[config.mk]
export PLATFORM = sky130hd
export DESIGN_NAME = twhtc_engine
export DESIGN_NICKNAME = d
export VERILOG_FILES = /design/src/twhtc_pkg.sv /design/src/twhtc_engine.sv
export SDC_FILE = /design/constraint.sdc
export NUM_CORES = 1
export LEC_CHECK = 0
export ABC_AREA = 1
export BUFFER_PORTS_ARGS = -buffer_cell sky130_fd_sc_hd__buf_2
export CAP_MARGIN = 10
export CORE_ASPECT_RATIO = 0.8
export CORE_UTILIZATION = 41
export CTS_CLUSTER_SIZE = 30
export DETAILED_ROUTE_END_ITERATION = 6
export PLACE_DENSITY_LB_ADDON = 0.25
export SKIP_LAST_GASP = 1
export SLEW_MARGIN = 20
export SYNTH_ARGS = -nofsm -noshare
export SYNTH_HDL_FRONTEND = slang
export SYNTH_SLANG_ARGS = --single-unit
[constraint.sdc]
create_clock -name i_clk -period 3.4 [get_ports i_clk]
set_input_delay 0.34 -clock i_clk [delete_from_list [all_inputs] [get_ports i_clk]]
set_output_delay 0.34 -clock i_clk [all_outputs]
set_load 0.05 [all_outputs]
[src/twhtc_pkg.sv]
// ----------------------------------------------------------------------------
// Two-way hash tag cache package
// Row layout, configuration bundle, register indexes and LFSR constants.
// ----------------------------------------------------------------------------
package twhtc_pkg;

    localparam int TAG_W     = 32;
    localparam int CNT_W     = 32;
    localparam int CFG_IDX_W = 4;
    localparam int CFG_DAT_W = 32;

    localparam logic [CFG_IDX_W-1:0] REG_REPLACEMENT_MODE = CFG_IDX_W'(0);
    localparam logic [CFG_IDX_W-1:0] REG_RANDOM_SEED      = CFG_IDX_W'(1);

    localparam logic [TAG_W-1:0] LFSR_TAPS  = 32'h8020_0003;
    localparam logic [TAG_W-1:0] SEED_RESET = 32'h0000_0001;

    // One row of the tag store: hint names the preferred victim way
    typedef struct packed {
        logic             hint;
        logic [TAG_W-1:0] tag1;
        logic [TAG_W-1:0] tag0;
    } t_row;

    typedef struct packed {
        logic                 mode;
        logic                 seed_load;
        logic [CFG_DAT_W-1:0] seed;
    } t_cfg;

endpackage

[src/twhtc_engine.sv]
// ----------------------------------------------------------------------------
// Lookup engine
// Clears the row memory, then reads a row per transaction, compares both
// tags, picks a victim, writes the row back and registers the result.
// ----------------------------------------------------------------------------
module twhtc_engine #(
    parameter int ADDR_W = 12
) (
    input  logic                        i_clk,
    input  logic                        i_rst_n,
    input  twhtc_pkg::t_cfg             i_cfg,
    input  logic                        i_in_valid,
    output logic                        o_in_stall,
    input  logic [twhtc_pkg::TAG_W-1:0] i_flow_hash,
    output logic                        o_out_valid,
    input  logic                        i_out_stall,
    output logic                        o_hit,
    output logic                        o_way,
    output logic [twhtc_pkg::CNT_W-1:0] o_hit_total,
    output logic [twhtc_pkg::CNT_W-1:0] o_miss_total,
    output logic                        o_ram_wr_en,
    output logic [ADDR_W-1:0]           o_ram_wr_addr,
    output twhtc_pkg::t_row             o_ram_wr_data,
    output logic                        o_ram_rd_en,
    output logic [ADDR_W-1:0]           o_ram_rd_addr,
    input  twhtc_pkg::t_row             i_ram_rd_data
);
    import twhtc_pkg::*;

    typedef enum logic [1:0] {
        S_CLEAR,
        S_IDLE,
        S_LOOKUP
    } t_state;

    t_state             r_state,     n_state;
    logic [ADDR_W-1:0]  r_clr_addr,  n_clr_addr;
    logic [TAG_W-1:0]   r_hash,      n_hash;
    logic [TAG_W-1:0]   r_lfsr,      n_lfsr;
    logic [CNT_W-1:0]   r_hit_cnt,   n_hit_cnt;
    logic [CNT_W-1:0]   r_miss_cnt,  n_miss_cnt;
    logic               r_out_valid, n_out_valid;
    logic               r_hit,       n_hit;
    logic               r_way,       n_way;

    logic               w_hit0;
    logic               w_hit1;
    logic               w_hit;
    logic               w_way;
    logic               w_done;
    t_row               w_row;
    logic [TAG_W-1:0]   w_lfsr_step;

    assign w_hit0 = (i_ram_rd_data.tag0 == r_hash);
    assign w_hit1 = (i_ram_rd_data.tag1 == r_hash);
    assign w_hit  = w_hit0 | w_hit1;

    // Way 0 wins when both tags match
    always_comb begin
        if (w_hit0) begin
            w_way = 1'b0;
        end else if (w_hit1) begin
            w_way = 1'b1;
        end else if (i_cfg.mode) begin
            w_way = i_ram_rd_data.hint;
        end else begin
            w_way = r_lfsr[0];
        end
    end

    always_comb begin
        w_row = i_ram_rd_data;
        if (!w_hit) begin
            if (w_way) begin
                w_row.tag1 = r_hash;
            end else begin
                w_row.tag0 = r_hash;
            end
        end
        w_row.hint = ~w_way;
    end

    assign w_lfsr_step = {1'b0, r_lfsr[TAG_W-1:1]} ^ (r_lfsr[0] ? LFSR_TAPS : '0);

    // Finish the lookup once the output register is free or being emptied
    assign w_done = (r_state == S_LOOKUP) && (!r_out_valid || !i_out_stall);

    always_comb begin
        n_state       = r_state;
        n_clr_addr    = r_clr_addr;
        n_hash        = r_hash;
        n_lfsr        = r_lfsr;
        n_hit_cnt     = r_hit_cnt;
        n_miss_cnt    = r_miss_cnt;
        n_hit         = r_hit;
        n_way         = r_way;
        n_out_valid   = r_out_valid && i_out_stall;
        o_ram_wr_en   = 1'b0;
        o_ram_wr_addr = r_hash[ADDR_W-1:0];
        o_ram_wr_data = w_row;
        o_ram_rd_en   = 1'b0;
        o_ram_rd_addr = i_flow_hash[ADDR_W-1:0];

        case (r_state)
            S_CLEAR: begin
                o_ram_wr_en   = 1'b1;
                o_ram_wr_addr = r_clr_addr;
                o_ram_wr_data = '0;
                n_clr_addr    = r_clr_addr + 1'b1;
                if (r_clr_addr == '1) begin
                    n_state = S_IDLE;
                end
            end
            S_IDLE: begin
                if (i_in_valid) begin
                    o_ram_rd_en = 1'b1;
                    n_hash      = i_flow_hash;
                    n_state     = S_LOOKUP;
                end
            end
            S_LOOKUP: begin
                if (w_done) begin
                    o_ram_wr_en = 1'b1;
                    n_hit       = w_hit;
                    n_way       = w_way;
                    n_out_valid = 1'b1;
                    n_state     = S_IDLE;
                    if (w_hit) begin
                        n_hit_cnt = r_hit_cnt + 1'b1;
                    end else begin
                        n_miss_cnt = r_miss_cnt + 1'b1;
                        if (!i_cfg.mode) begin
                            n_lfsr = w_lfsr_step;
                        end
                    end
                end
            end
            default: begin
                n_state = S_IDLE;
            end
        endcase

        // A zero seed would lock the LFSR: load it as one
        if (i_cfg.seed_load) begin
            n_lfsr = (i_cfg.seed != '0) ? i_cfg.seed : SEED_RESET;
        end
    end

    always_ff @(posedge i_clk) begin
        if (!i_rst_n) begin
            r_state     <= S_CLEAR;
            r_clr_addr  <= '0;
            r_lfsr      <= SEED_RESET;
            r_hit_cnt   <= '0;
            r_miss_cnt  <= '0;
            r_out_valid <= 1'b0;
        end else begin
            r_state     <= n_state;
            r_clr_addr  <= n_clr_addr;
            r_lfsr      <= n_lfsr;
            r_hit_cnt   <= n_hit_cnt;
            r_miss_cnt  <= n_miss_cnt;
            r_out_valid <= n_out_valid;
        end
        r_hash <= n_hash;
        r_hit  <= n_hit;
        r_way  <= n_way;
    end

    assign o_in_stall   = (r_state != S_IDLE);
    assign o_out_valid  = r_out_valid;
    assign o_hit        = r_hit;
    assign o_way        = r_way;
    assign o_hit_total  = r_hit_cnt;
    assign o_miss_total = r_miss_cnt;

endmodule

==> results.txt <==
----------------------------------------------------
[Drt]
  Via density ... 5.07
  Number of design rule violations left after detail routing ... 0
  Routed length per instance ... 15.4 um
  Violation count after the first detailed-route iteration ... 868
  Wire length reported by the detailed router ... ~30000 um
  Total number of vias ... ~10000
  Drt first pass iters ... 5
  Number of antenna-violating nets in the routed design ... 0

[Global route]
  Global-route wire length before repair ... 46000 um
  Antenna violations before repair ... 2
  Overall overflow remaining after global route ... 0
  Met3 demand-to-capacity share in global routing ... 5.27%
  Busiest metal layer after global routing ... met2
  Largest net degree at the start of global routing ... 65
  Total routing resource utilization after global routing ... 25.3%
  Met1 track demand over resource ... 33.5%
  Met2 Track Usage GR ... approximately 42%
  Vias in the first global route ... 8626

[Setup path]
  Startpoint Class ... flip-flop
  Slowest cell on the critical path ... sky130_fd_sc_hd__edfxtp_1
  Cell seen most often among critical-path stages ... sky130_fd_sc_hd__nand2_1
  R2R Path Start ... r_hash[29]
  Delay of the slowest cell on the worst path ... between 0.4 and 0.5 ns
  Classification of the worst setup path ... reg2out
  Buffer and inverter count on the worst path ... 2
  Critical path startpoint ... r_hash[29]
  Arrival time at the worst endpoint ... 2.94 ns
  Kind of end point of the critical path ... output port
  Biggest fanout along the worst timing path ... 32
  Required arrival time at the worst endpoint ... 3.06 ns
  Largest delay share family, worst path ... simple AND/OR/NAND/NOR gates
  Crit path cell chain ... xnor2_1 -> nand2_1 -> nor2_1 -> nand2_1 -> nor2_1 -> nand2_1 -> nand2_4 -> buf_12 -> nand2_1 -> a21oi_2 -> buf_4

[Synth]
  Number of flops mapped to enable cells by yosys ... 34
  Flip-flop cell with the highest count after synthesis ... sky130_fd_sc_hd__dfxtp_1
  List of most frequent post-synthesis cells ... sky130_fd_sc_hd__nand2_1 (487), sky130_fd_sc_hd__nor2_1 (150), sky130_fd_sc_hd__a21oi_1 (140), sky130_fd_sc_hd__dfxtp_1 (111), sky130_fd_sc_hd__inv_1 (93)
  Cell type with the largest total area after synthesis ... sky130_fd_sc_hd__dfxtp_1
  Count of yosys warnings during synthesis ... 0
  Cell count after synthesis ... 1396
  Post-synthesis mux area share ... 3.03%
  Share of synthesized flip-flops with an asynchronous set or reset ... 0%
  Syn Nets ... 1534
  Fraction of post-synthesis cell area in the top cell type by area ... 24.0%
  Combinational family with the most area after synthesis ... simple AND/OR/NAND/NOR gates
  Area contributors post-synth ... sky130_fd_sc_hd__dfxtp_1 (24%), sky130_fd_sc_hd__nand2_1 (20%), sky130_fd_sc_hd__edfxtp_1 (11%)
  Post-synthesis cell area ... 0.00926 sq mm
  Seq cells post-synth ... between 100 and 150
  Simple-gate area share of the yosys netlist ... between 30% and 40%
  Syn_area_per_cell ... between 6 and 7 sq um
  Adder and majority gate portion of the synthesized area ... less than 1%
  Post-synthesis share of cell area spent on xor and xnor gates ... 9.36%
  Compound-cell area share of the yosys netlist ... 9.28%
  Proportion of synthesized chip area in sequential cells ... around a third
  Netlist cell types ... 32
  Leading cell type by number of instances after synthesis ... sky130_fd_sc_hd__nand2_1

[Power]
  Static leakage power ... 5.27 nW
  Cell area power density ... 351 mW/mm^2
  VDD IR-drop max ... 0.253 mV

[Floorplan]
  Row count ... 48
  Io pins ... 294
  Die height ... roughly 140 um
  Full die area ... 0.0232 sq mm
  Floorplan Core Area ... 0.0219 sq mm
  Initial core utilization ... 42.4%
  Die boundary width ... 170 um

[Final layout]
  Fin area ... roughly 0.012 sq mm
  Count of nets after finishing ... approximately 1800
  Multi-input gate area in the final layout ... 0.00527 sq mm
  Fillers ... 2303
  Synth-to-layout area growth ... 24.3%
  Share of final-layout standard cells stronger than drive strength 1 ... 21.9%
  FF/Latch Area ... between 0.003 and 0.004 sq mm
  Number of diodes ... 0

[Place]
  DP Wirelength ... 22300 um
  Final GP Congestion ... around 0.96
  Number of I/O port buffers ... around 290
  Area post-placement ... 0.0108 sq mm

[Timing]
  Max-Slew Margin vs Limit ... 28.5%
  Crit path time final ... roughly 3.3 ns
  Setup violators final ... 0
  Fmax ... 305 MHz
  RSZ-0062 raised after global routing ... false
  Worst Tran Pin Value ... 1.07 ns
  Skew final ... 0.0146 ns
  Post-route setup TNS ... 0 ns
  Count of final max-slew check failures ... 0
  Final Cycle Share ... 96.3%
  Number of hold-slack violations in the final timing report ... 0

[Min path]
  Path category of the worst min-delay check ... in2reg
  Startpoint of the tightest hold check path ... i_flow_hash[20]

[Run]
  Number of max-cap violations ... 0

[CTS]
  Sinks on Clock Net ... 145
  CTS tree ... built
  H-tree levels ... 4
  Clk Tree Root Cell ... sky130_fd_sc_hd__clkbuf_16
  Clock-pin slew on the worst setup and hold paths ... 0.06 ns
  Maximum count of clock buffers along a single path ... 2
  CTS hold repair buffers ... 0
  Source-to-sink clock delay at the later pin of the worst-skew pair ... 0.42 ns
  Total clock buffers created by CTS ... 17

[Outcome]
  Result of the run ... finished, final reports clean

----------------------------------------------------
==> kinds of logic after synthesis <==
| family | count (synthesis) |
|---|---|
| compound gates | 170 |
| xor+xnor | 99 |
| fa+ha+maj | 3 |
| buf+inv | 176 |
| flops | 145 |
| mux | 28 |
| simple gates | 775 |
==> worst register-to-register path, stage by stage (launching register included) <==
cell,delay (ns)
sky130_fd_sc_hd__edfxtp_1,0.46
sky130_fd_sc_hd__xnor2_1,0.22
sky130_fd_sc_hd__nand2_1,0.08
sky130_fd_sc_hd__nor2_1,0.18
sky130_fd_sc_hd__nand2_1,0.08
sky130_fd_sc_hd__nor2_1,0.23
sky130_fd_sc_hd__nand2_1,0.24
sky130_fd_sc_hd__nand2_2,0.16
sky130_fd_sc_hd__nand2_2,0.07
sky130_fd_sc_hd__inv_2,0.41
sky130_fd_sc_hd__nand2_1,0.13
sky130_fd_sc_hd__a21oi_1,0.14
==> flip-flops by register name, summed over array words and instances, names as in the netlist <==
name	flops
r_hash	32
o_hit_total	32
o_way	1
r_state	2
o_out_valid	1
r_clr_addr	12
o_miss_total	32
o_hit	1
r_lfsr	32
==> cells in the final DEF, fill, tap and decap left out, drive strengths merged <==
cell      synthesis  layout
a21oi           140     140
buf              47     314
clkbuf           30      27
clkinv            0       7
clkinvlp          0       1
dfxtp           111     111
edfxtp           34      34
ha                3       3
inv              99     100
mux2i            28      28
nand2           489     489
nand3            22      22
nand3b            2       2
nand4            54      54
nor2            152     152
nor3             34      34
nor3b             2       2
nor4             18      18
o2111ai           1       1
o21a              1       1
o21ai            27      27
o31ai             1       1
or2               2       2
xnor2            65      65
xor2             34      34
==> worst paths after layout <==
kind | depth (start not counted) | slack (ns) | to
hold / removal | 1 | 0.1 | r_hash[20]
setup / recovery | 11 | 0.12 | o_ram_wr_data[36]
hold reg to reg | 2 | 0.48 | r_lfsr[23]
setup reg to reg | 11 | 0.92 | o_hit_total[25]
==> metal layers <==
metal	vias to the layer above	part of all wire, %
li1	5029	-
met1	4563	44
met2	358	47
met3	29	7.5
met4	4	1.4
met5	-	0.082
==> area by class of cell <==
class	instances	share of cell area (%)
clock buffer	23	4.25
clock inverter	9	0.478
inverter	99	3.29
multi-input combinational	1075	45.7
sequential	145	28.2
tap	300	3.26
timing repair buffer	318	14.8
==> power breakdown <==
part | switching (mW) | internal (mW)
clock network | 0.742 | 1.01
logic | 0.295 | 0.183
registers | 0.0193 | 1.80
==> through the flow <==
step	util [%]	power, mW	setup slack [ns]	hold WS (ns)	std cells
after global placement	49.6	2.30	0.189	0.463	1927
after global routing	52.7	4.22	0.0494	0.0782	1969
after detailed placement	49.6	2.31	0.182	0.472	1927
final	52.7	4.05	0.125	0.0975	1969
after floorplan	-	2.15	0.177	0.439	1396
after CTS	52.1	4.08	0.0123	0.0769	1959
==> timing repair <==
item                       CTS  global route
gates resized for setup      5             9
setup buffers                0             9
pin swaps                    0             0
cloned                       0             1
setup endpoints to repair   64            61
Note: power is estimated with default switching activity, not from simulation.
